<file path="config.mk">
export PLATFORM = sky130hd
export DESIGN_NAME = caseless_glob_matcher
export DESIGN_NICKNAME = d
export VERILOG_FILES = /design/src/hdl/cgm_pkg.sv /design/src/hdl/cgm_ctrl.sv /design/src/hdl/cgm_datapath.sv /design/src/hdl/caseless_glob_matcher.sv
export SDC_FILE = /design/constraint.sdc
export NUM_CORES = 1
export LEC_CHECK = 0
export ABC_AREA = 1
export BUFFER_PORTS_ARGS = -buffer_cell sky130_fd_sc_hd__buf_2
export CORE_MARGIN = 2
export CORE_UTILIZATION = 40
export DETAILED_ROUTE_END_ITERATION = 8
export PLACE_DENSITY = 0.65
export SETUP_SLACK_MARGIN = 0.1
export SLEW_MARGIN = 20
export SYNTH_ARGS = -nofsm -noshare
export SYNTH_HDL_FRONTEND = slang
export SYNTH_SLANG_ARGS = --single-unit
</file>
<file path="constraint.sdc">
create_clock -name clk -period 3.5 [get_ports clk]
set_input_delay 0.175 -clock clk [delete_from_list [all_inputs] [get_ports clk]]
set_output_delay 0.175 -clock clk [all_outputs]
set_load 0.02 [all_outputs]
</file>
<file path="src/hdl/cgm_pkg.sv">
package cgm_pkg;

  localparam int MAX_LEN_DEF = 64;

  localparam logic [1:0] CMD_PAT  = 2'd0;
  localparam logic [1:0] CMD_TXT  = 2'd1;
  localparam logic [1:0] CMD_EVAL = 2'd2;

  localparam logic [7:0] CH_ANY  = 8'h3F;
  localparam logic [7:0] CH_STAR = 8'h2A;

  localparam int IN_W  = 16;
  localparam int OUT_W = 8;

  typedef struct packed {
    logic append_pat;
    logic append_txt;
    logic init;
    logic step;
    logic finish;
    logic match;
  } cgm_cmd_t;

  typedef struct packed {
    logic ovf;
    logic plen_zero;
    logic s_lt;
    logic p_lt;
    logic step_fail;
    logic out_free;
  } cgm_status_t;

  function automatic logic [7:0] fold_byte(input logic [7:0] c);
    logic [7:0] r;
    r = c;
    if (c >= 8'h41 && c <= 8'h5A) begin
      r = c + 8'h20;
    end
    return r;
  endfunction

endpackage

</file>
<file path="src/hdl/cgm_ctrl.sv">
module cgm_ctrl
  import cgm_pkg::*;
(
  input  logic        clk,
  input  logic        rst,
  input  logic        in_valid,
  output logic        in_ready,
  input  logic [1:0]  in_cmd,
  input  cgm_status_t status,
  output cgm_cmd_t    cmd
);

  typedef enum logic [4:0] {
    IDLE  = 5'b00001,
    CHECK = 5'b00010,
    READ  = 5'b00100,
    STEP  = 5'b01000,
    FIN   = 5'b10000
  } state_t;

  state_t state, state_next;
  logic   match_q, match_q_next;
  logic   accept;

  assign in_ready = (state == IDLE);
  assign accept   = in_valid && in_ready;

  always_comb begin
    state_next   = state;
    match_q_next = match_q;
    cmd          = '0;
    cmd.match    = match_q;
    unique case (state)
      IDLE: begin
        if (accept) begin
          case (in_cmd)
            CMD_PAT:  cmd.append_pat = 1'b1;
            CMD_TXT:  cmd.append_txt = 1'b1;
            CMD_EVAL: begin
              cmd.init   = 1'b1;
              state_next = CHECK;
            end
            default: ;
          endcase
        end
      end
      CHECK: begin
        if (status.ovf || status.plen_zero) begin
          match_q_next = 1'b0;
          state_next   = FIN;
        end else if (status.s_lt || status.p_lt) begin
          state_next = READ;
        end else begin
          match_q_next = 1'b1;
          state_next   = FIN;
        end
      end
      READ: state_next = STEP;
      STEP: begin
        cmd.step = 1'b1;
        if (status.step_fail) begin
          match_q_next = 1'b0;
          state_next   = FIN;
        end else begin
          state_next = CHECK;
        end
      end
      FIN: begin
        if (status.out_free) begin
          cmd.finish = 1'b1;
          state_next = IDLE;
        end
      end
      default: state_next = IDLE;
    endcase
  end

  always_ff @(posedge clk) begin
    if (rst) begin
      state   <= IDLE;
      match_q <= 1'b0;
    end else begin
      state   <= state_next;
      match_q <= match_q_next;
    end
  end

  // a tail step only ever looks at a pattern byte that exists
  assert property (@(posedge clk) disable iff (rst)
    (state == STEP && !status.s_lt) |-> status.p_lt)
    else $error("tail step past end of pattern");

  assert property (@(posedge clk) disable iff (rst)
    (state == READ) |=> (state == STEP))
    else $error("read not followed by step");

  assert property (@(posedge clk) disable iff (rst)
    cmd.finish |=> (state == IDLE))
    else $error("finish did not return to idle");

endmodule

</file>
<file path="src/hdl/cgm_datapath.sv">
module cgm_datapath
  import cgm_pkg::*;
#(
  parameter int MAX_LEN = MAX_LEN_DEF
)
(
  input  logic        clk,
  input  logic        rst,
  input  logic [7:0]  byte_in,
  input  cgm_cmd_t    cmd,
  output cgm_status_t status,
  output logic        out_valid,
  input  logic        out_ready,
  output logic        out_matched,
  output logic        out_overflow
);

  localparam int LW = $clog2(MAX_LEN + 1);
  localparam int AW = (MAX_LEN > 1) ? $clog2(MAX_LEN) : 1;
  localparam logic [LW-1:0] FULL = LW'(MAX_LEN);
  localparam logic [LW-1:0] ONE  = LW'(1);

  logic [7:0]    pat_mem [MAX_LEN];
  logic [7:0]    txt_mem [MAX_LEN];
  logic [7:0]    pat_q, txt_q;
  logic [LW-1:0] plen, slen, p, s, star_pos, resume;
  logic          have_star, ovf;
  logic [7:0]    pc, sc;
  logic          p_lt, s_lt;

  assign p_lt = (p < plen);
  assign s_lt = (s < slen);
  assign pc   = fold_byte(pat_q);
  assign sc   = fold_byte(txt_q);

  always_comb begin
    status           = '0;
    status.ovf       = ovf;
    status.plen_zero = (plen == '0);
    status.s_lt      = s_lt;
    status.p_lt      = p_lt;
    status.out_free  = !out_valid || out_ready;
    if (s_lt) begin
      status.step_fail = !(p_lt && (pc == CH_ANY || pc == sc)) &&
                         !(p_lt && pc == CH_STAR) && !have_star;
    end else begin
      status.step_fail = (pc != CH_STAR);
    end
  end

  always_ff @(posedge clk) begin
    if (cmd.append_pat && plen < FULL) begin
      pat_mem[plen[AW-1:0]] <= byte_in;
    end
    if (cmd.append_txt && slen < FULL) begin
      txt_mem[slen[AW-1:0]] <= byte_in;
    end
    pat_q <= pat_mem[p[AW-1:0]];
    txt_q <= txt_mem[s[AW-1:0]];
  end

  always_ff @(posedge clk) begin
    if (rst) begin
      plen      <= '0;
      slen      <= '0;
      ovf       <= 1'b0;
      p         <= '0;
      s         <= '0;
      have_star <= 1'b0;
      out_valid <= 1'b0;
    end else begin
      if (out_valid && out_ready) begin
        out_valid <= 1'b0;
      end
      if (cmd.append_pat) begin
        if (plen < FULL) plen <= plen + ONE;
        else ovf <= 1'b1;
      end
      if (cmd.append_txt) begin
        if (slen < FULL) slen <= slen + ONE;
        else ovf <= 1'b1;
      end
      if (cmd.init) begin
        p         <= '0;
        s         <= '0;
        have_star <= 1'b0;
      end
      if (cmd.step && !status.step_fail) begin
        if (s_lt) begin
          if (p_lt && (pc == CH_ANY || pc == sc)) begin
            p <= p + ONE;
            s <= s + ONE;
          end else if (p_lt && pc == CH_STAR) begin
            star_pos  <= p;
            have_star <= 1'b1;
            p         <= p + ONE;
            resume    <= s;
          end else begin
            // backtrack: let the last star swallow one more byte
            p      <= star_pos + ONE;
            resume <= resume + ONE;
            s      <= resume + ONE;
          end
        end else begin
          p <= p + ONE;
        end
      end
      if (cmd.finish) begin
        out_valid    <= 1'b1;
        out_matched  <= cmd.match;
        out_overflow <= ovf;
        plen         <= '0;
        slen         <= '0;
        ovf          <= 1'b0;
      end
    end
  end

  assert property (@(posedge clk) disable iff (rst)
    cmd.finish |=> (plen == '0 && slen == '0 && !ovf && out_valid))
    else $error("stores not emptied after evaluate");

  assert property (@(posedge clk) disable iff (rst)
    (have_star && !cmd.init) |-> (resume <= s && star_pos < p))
    else $error("backtrack point ahead of match position");

  assert property (@(posedge clk) disable iff (rst)
    (plen <= FULL && slen <= FULL))
    else $error("store length beyond capacity");

endmodule

</file>
<file path="src/hdl/caseless_glob_matcher.sv">
// caseless glob matcher
// input channel s_axis: one beat per command. cmd 0 appends byte_in to the
// pattern store, cmd 1 appends it to the text store, cmd 2 evaluates and
// empties both stores, cmd 3 does nothing. each store holds MAX_LEN bytes;
// further bytes are dropped and raise the overflow flag.
// output channel m_axis: one beat per evaluate, carrying matched and overflow.
// append beats give no result and leave s_axis_tready high. an evaluate
// checks the indices, then for every match step (compare, star, backtrack
// or trailing star) reads a byte pair, takes the step and checks again, then
// loads the result register; the step count is up to about MAX_LEN squared,
// set by the single backtracking walk over the two stores.
// s_axis_tready is low while an evaluate is running.
// a result waiting on a stalled receiver holds in the output register;
// appends are still taken, and a following evaluate runs but holds its
// result until the earlier beat is taken.
// reset clears lengths, overflow flag and the output valid; store contents
// need no clearing.
module caseless_glob_matcher
  import cgm_pkg::*;
#(
  parameter int MAX_LEN = MAX_LEN_DEF
)
(
  input  logic             clk,
  input  logic             rst,
  input  logic             s_axis_tvalid,
  output logic             s_axis_tready,
  input  logic [IN_W-1:0]  s_axis_tdata,   // cmd[1:0], byte_in[9:2], zeros
  output logic             m_axis_tvalid,
  input  logic             m_axis_tready,
  output logic [OUT_W-1:0] m_axis_tdata    // matched[0], overflow[1], zeros
);

  cgm_cmd_t    cmd;
  cgm_status_t status;
  logic        matched, overflow;

  cgm_ctrl u_ctrl (
    .clk      (clk),
    .rst      (rst),
    .in_valid (s_axis_tvalid),
    .in_ready (s_axis_tready),
    .in_cmd   (s_axis_tdata[1:0]),
    .status   (status),
    .cmd      (cmd)
  );

  cgm_datapath #(
    .MAX_LEN (MAX_LEN)
  ) u_datapath (
    .clk          (clk),
    .rst          (rst),
    .byte_in      (s_axis_tdata[9:2]),
    .cmd          (cmd),
    .status       (status),
    .out_valid    (m_axis_tvalid),
    .out_ready    (m_axis_tready),
    .out_matched  (matched),
    .out_overflow (overflow)
  );

  assign m_axis_tdata = {{(OUT_W-2){1'b0}}, overflow, matched};

endmodule

</file>
=== Word-level counts from Yosys, hierarchy flattened ===
Memories as Yosys holds them, arrays and structs flattened. A register that Yosys moved wholly into a read port is not among the register bits.
Index checks and enable logic that the tools add are counted.

* Bits of input ports: 20
* Register bits: 53
* Memories: 2
* Bits in writable memories: 1024

* Order comparisons: 8
* Reductions and logical operators: 33
* Multiplexer cells: 48
* $add $sub $neg: 8
* Equal/unequal tests: 16
* Bitwise logic cells: 2

{| class="wikitable"
|+ Memories
! name !! depth !! bits a word !! rd ports !! clocked after Yosys merged registers in !! write ports !! line !! source
|-
| u_datapath.pat_mem || 64 || 8 || 1 || 1 || 1 || cgm_datapath.sv:23 || <nowiki>logic [7:0] pat_mem [MAX_LEN];</nowiki>
|-
| u_datapath.txt_mem || 64 || 8 || 1 || 1 || 1 || cgm_datapath.sv:24 || <nowiki>logic [7:0] txt_mem [MAX_LEN];</nowiki>
|}

{| class="wikitable"
|+ Operator list
! operator !! count
|-
| $mux W7 || 11
|-
| $add A7 B1 Y7 const B || 6
|-
| $mux W5 || 6
|-
| $mux W1 || 25
|-
| $pmux W5 S5 || 1
|-
| $add A8 B6 Y8 const B || 2
|-
| $eq A8 B6 Y1 const B || 2
|-
| $ge A8 B7 Y1 const B || 2
|-
| $le A8 B7 Y1 const B || 2
|-
| $mux W8 || 2
|-
| $lt A7 B7 Y1 || 2
|-
| $lt A7 B7 Y1 const B || 2
|-
| $logic_and A1 B1 Y1 || 11
|-
| $eq A8 B8 Y1 || 1
|-
| $ne A8 B6 Y1 const B || 1
|-
| $logic_not A7 Y1 || 1
|-
| $mux W3 || 2
|-
| $ne A2 B2 Y1 const B || 3
|-
| $reduce_and A2 Y1 || 3
|-
| $reduce_and A3 Y1 || 2
|-
| $reduce_bool A2 Y1 || 3
|-
| $eq A5 B1 Y1 const B || 1
|-
| $eq A5 B2 Y1 const B || 1
|-
| $eq A5 B3 Y1 const B || 1
|-
| 14 further kinds || 22
|}

=== Logic depth before layout (Yosys ltp) ===
* Word-level depth: 13
* Depth in mapped cells: 18
* Mapped depth without buffers: 18

=== Modules after synthesis ===
From an unflattened synthesis, not the netlist that was laid out.

* Cell total of the unflattened synthesis: 3611
* Area total of the unflattened synthesis: 44350.0 µm²

{| class="wikitable"
|+ Modules (own cells, without submodules)
! module !! times used !! area an instance (µm²) !! cells an instance !! sequential area each (µm²)
|-
| cgm_datapath || 1 || 43883.3 || 3533 || 32170.9
|-
| cgm_ctrl || 1 || 402.9 || 69 || 120.1
|-
| caseless_glob_matcher || 1 || 63.8 || 9 || 0.0
|}

=== Worst setup path after synthesis ===
No wires, ideal clock.

* Path type: register to register
* Start: register u_datapath.slen[4]
* End: register u_datapath.star_pos[0], enable pin
* Setup slack: 722 ps
* Path buffers: 1
* Stages on the path, launching flop included: 8
* Required time: 3123 ps
* Data arrival time: 2401 ps
* Library setup time: 377 ps
* Cells stage by stage: dfxtp_1 > inv_1 > ha_1 > a21o_1 > a221oi_4 > clkbuf_1 > nand2_1 > nor4_2

* Longest elaborated chain between the ends: 5

{| class="wikitable"
|+ RTL lines
! item !! line !! source
|-
| start: declaration || cgm_datapath.sv:26 || <nowiki>logic [LW-1:0] plen, slen, p, s, star_pos, resume;</nowiki>
|-
| start signal: assignment || cgm_datapath.sv:80 || <nowiki>if (slen < FULL) slen <= slen + ONE;</nowiki>
|-
| $lt A7 B7 Y1 * || cgm_datapath.sv:32 || <nowiki>assign s_lt = (s < slen);</nowiki>
|-
| $mux W1 || cgm_datapath.sv:43 || <nowiki>if (s_lt) begin</nowiki>
|-
| $logic_not A1 Y1 || cgm_datapath.sv:88 || <nowiki>if (cmd.step && !status.step_fail) begin</nowiki>
|-
| $logic_and A1 B1 Y1 || cgm_datapath.sv:88 ||
|-
| $reduce_and A5 Y1 (no source line) * || -- ||
|-
| end signal: assignment || cgm_datapath.sv:94 || <nowiki>star_pos <= p;</nowiki>
|-
| end: declaration || cgm_datapath.sv:26 ||
|}

Every way passes the cells marked *; elsewhere a longest branch is shown, timed or not.
A chain may end at the register's enable or synchronous reset.

=== Final worst setup path ===
* Start: register u_datapath.plen[2]
* End: register u_datapath.resume[1], enable pin

* Longest elaborated chain between the ends: 9
* Elaborated cells between the ends (all ways): 12
* Classes of those cells: 1 x order compare; 1 x mux; 1 x bitwise; 9 x reduce/logical

{| class="wikitable"
|+ RTL lines
! item !! line !! source
|-
| start: declaration || cgm_datapath.sv:26 ||
|-
| start signal: assignment || cgm_datapath.sv:76 || <nowiki>if (plen < FULL) plen <= plen + ONE;</nowiki>
|-
| $lt A7 B7 Y1 * || cgm_datapath.sv:31 || <nowiki>assign p_lt = (p < plen);</nowiki>
|-
| $logic_and A1 B1 Y1 (on tied branches) || cgm_datapath.sv:44, cgm_datapath.sv:90, cgm_datapath.sv:45 ||
|-
| $logic_not A1 Y1 (on tied branches) || cgm_datapath.sv:44, cgm_datapath.sv:45 ||
|-
| $logic_and A1 B1 Y1 || cgm_datapath.sv:44 || <nowiki>status.step_fail = !(p_lt && (pc == CH_ANY || pc == sc)) &&</nowiki>
|-
| $logic_and A1 B1 Y1 || cgm_datapath.sv:45 || <nowiki>!(p_lt && pc == CH_STAR) && !have_star;</nowiki>
|-
| $mux W1 || cgm_datapath.sv:43 ||
|-
| $logic_not A1 Y1 || cgm_datapath.sv:88 ||
|-
| $logic_and A1 B1 Y1 || cgm_datapath.sv:88 ||
|-
| $reduce_and A4 Y1 (no source line) * || -- ||
|-
| end signal: assignment || cgm_datapath.sv:97 || <nowiki>resume <= s;</nowiki>
|-
| end signal: assignment || cgm_datapath.sv:101 || <nowiki>resume <= resume + ONE;</nowiki>
|-
| end: declaration || cgm_datapath.sv:26 ||
|}

Marked as above.

==> results.cfg <==
[power]
p_leak_nw = 16.9
powerDensity_mw_per_mm2 = 512
ir_drop_uv = 484
power_mw = 26.1

[worst_setup_path]
critPathKind = register to register
cp_data_required_time_ns = 3.82
start_kind = register
crit_fanout = 19
end_kind = register
reg2reg_slack_ns = 0.56
arrival_ns = 3.25

[cts]
h-tree-depth = 3
cts_hold_repair.buffers = 7
tritoncts = built
post_cts_resized = 0
root_buffer = clkbuf_16
clk_latency_ns = 0.71
cts_made_buffers = 105
cts_buffer_depth = 3
cts_setup_buffers = 0
clock_sink_count = 1093
path_clk_slew_ns = 0.06

[timing]
rsz0062_at_grt = no
fin_worst_skew_ns = 0.0276
fin_crit_ns = 2.94
setup_tns_ns = 0
finalMaxSlewViolations = 0
timing.hold.ws_ns = 0.0270
finalHoldViolations = 0
setup_viol = 0
fmax_mhz = 341
fin_crit_sh_pct = 83.9
tightestPinTransition_ns = 1.10
maxSlewHeadroom_pct = 26.6

[placed_design]
place.gp.congestion = 0.871
io_buffers = 17
placed_cell_area_mm2 = 0.0474
hpwl_um = 67300

[routing]
ant_nets = 0
wirelength_um = 114000
firstDrtPassIters = 5
first_iter_violations = 3008
routedWlPerCell_um = 21.5
vias = 29400
drc_errors = 0
viasPerCell = 5.55

[grt]
antenna_found_initial = 0
grt_max_degree = 193
grt_overflow = 0
grt_pass1_vias = 27800
gr-usage-all-layers_pct = 19.7
grt_pass1_wl_um = 171000

[logic_synthesis]
synth_cell_types = 52
netlist_instances = 3580
ys_seq_area_share_pct = 72.7
yosysWarnings = 0
postSynthAreaPerCell_um2 = 12.4
syn_area_mm2 = 0.0444
ys_ff_latch = 1093

[die]
num_rows = 122
pin_count = 30
initial_utilization_pct = 40.2
die_x_um = 337
die_h_um = 337
coreArea_mm2 = 0.110
dieArea_mm2 = 0.114

[cells_and_area]
design_area_mm2 = 0.0509
final_nets = 3753
multi_input_area_mm2 = 0.0108
diodes = 0
fillers = 9744
drive_gt1_share_pct = 11.8
area_growth_pct = 14.7
seq_area_mm2 = 0.0323

[run_status]
status = finished clean

[run]
maxCapViolCount = 0

[hold_path]
min_path_type = input pin to register
through the flow:
stage	cells	utilization, %	setup WS [ns]
finish	5288	46.1	0.565
global route	5288	46.1	0.277
CTS	5288	46.1	0.534
detailed placement	5086	43.0	0.538
global placement	5086	43.0	0.519
floorplan	3585	-	0.722
state kept, by name, indices dropped and copies added (netlist names):
register and cells:
u_datapath.ovf 1, u_datapath.out_valid 1, u_datapath.slen 7, u_ctrl.match_q 1
u_ctrl.state 5, u_datapath.s 7, u_datapath.txt_q 8, u_datapath.txt_mem 512
u_datapath.out_matched 1, u_datapath.star_pos 7, u_datapath.pat_q 8, u_datapath.have_star 1
u_datapath.resume 7, u_datapath.plen 7, u_datapath.pat_mem 512, u_datapath.p 7
u_datapath.out_overflow 1
cell usage after synthesis, drive strengths merged:
cell type | instances | share of area (%)
a32o | 4 | 0.090
clkinv | 7 | 0.059
a211oi | 2 | 0.034
a221o | 5 | 0.11
nand3b | 2 | 0.042
o22ai | 217 | 3.1
xnor2 | 8 | 0.16
ha | 21 | 0.59
xor2 | 17 | 0.34
a21oi | 60 | 0.70
o221ai | 66 | 1.3
a31oi | 13 | 0.18
a21o | 2 | 0.034
nor4 | 5 | 0.11
nor3 | 22 | 0.28
nand2 | 191 | 1.7
dfxtp | 53 | 2.4
o32ai | 5 | 0.099
o211ai | 26 | 0.45
o31ai | 3 | 0.051
nand3 | 120 | 1.4
o21bai | 1 | 0.017
inv | 77 | 0.65
edfxtp | 1040 | 70
o311ai | 1 | 0.020
or2 | 2 | 0.028
o21ai | 587 | 6.6
nand4 | 16 | 0.24
nor3b | 1 | 0.042
a221oi | 1 | 0.059
conb | 1 | 0.0084
a41oi | 1 | 0.020
buf | 43 | 0.55
nor2 | 767 | 6.6
clkbuf | 193 | 1.6
worst max-delay path: stages (launching register included):
cell	delay [ns]
dfxtp_1	0.40
clkinv_1	0.26
ha_1	0.37
a21oi_1	0.15
nand2_1	0.10
a21oi_4	0.31
nand2_8	0.15
nand4_1	0.10
nand3_1	0.23
nor3_2	0.48
power by group:
group	internal, mW	switching [mW]
combinational	0.0830	0.341
clock	6.41	4.93
sequential	14.3	0.0133
layout make-up:
| cell class | instances | area share [%] |
|---|---|---|
| Clock inverter | 62 | 1.31 |
| Inverter | 84 | 0.641 |
| Sequential cell | 1093 | 63.5 |
| Multi-Input combinational cell | 2172 | 21.3 |
| Timing Repair Buffer | 256 | 4.23 |
| Clock buffer | 133 | 5.41 |
| Tap cell | 1488 | 3.66 |
worst paths after layout:
check                                         from                         to  cells after the start
worst max-delay path            u_datapath.plen[2]       u_datapath.resume[1]                      9
worst min-delay path               s_axis_tdata[7]  u_datapath.pat_mem[36][5]                      1
worst max register to register  u_datapath.plen[2]       u_datapath.resume[1]                      9
worst min register to register      u_ctrl.match_q     u_datapath.out_matched                      0
cell families (layout without fill, tap and decap cells):
family                   after synthesis  after routing  share of synthesized area [%]
AO/OA/AOI/OAI                        994            994                           12.8
XOR/XNOR                              25             25                          0.493
adder cells (fa/ha/maj)               21             21                          0.592
buffers and inverters                320            535                           2.89
flip-flops                          1093           1093                           72.7
other                                  1              6                        0.00845
AND/OR/NAND/NOR                     1126           1126                           10.4
cell usage in the layout, fill, tap and decap left out, drive strengths merged, types with 17 or more instances in the layout:
| cell type | count |
|---|---|
| inv | 81 |
| nand3 | 120 |
| o21ai | 587 |
| xor2 | 17 |
| clkbuf | 133 |
| o22ai | 217 |
| nor2 | 767 |
| o221ai | 66 |
| dfxtp | 53 |
| edfxtp | 1040 |
| buf | 249 |
| ha | 21 |
| nor3 | 22 |
| nand2 | 191 |
| o211ai | 26 |
| a21oi | 60 |
| clkinv | 50 |
layer usage:
| layer | part of all wire (%) | wire length, um | GRT usage [%] | up-vias |
|---|---|---|---|---|
| li1 | - | - | - | 13500 |
| met1 | 42 | 47400 | 26.8 | 14500 |
| met5 | 0 | 0 | 0 | - |
| met4 | 3.1 | 3490 | 6.61 | 0 |
| met2 | 48 | 54900 | 32.5 | 1153 |
| met3 | 7.1 | 8030 | 2.77 | 204 |
Power figures use the tool's default switching activity.
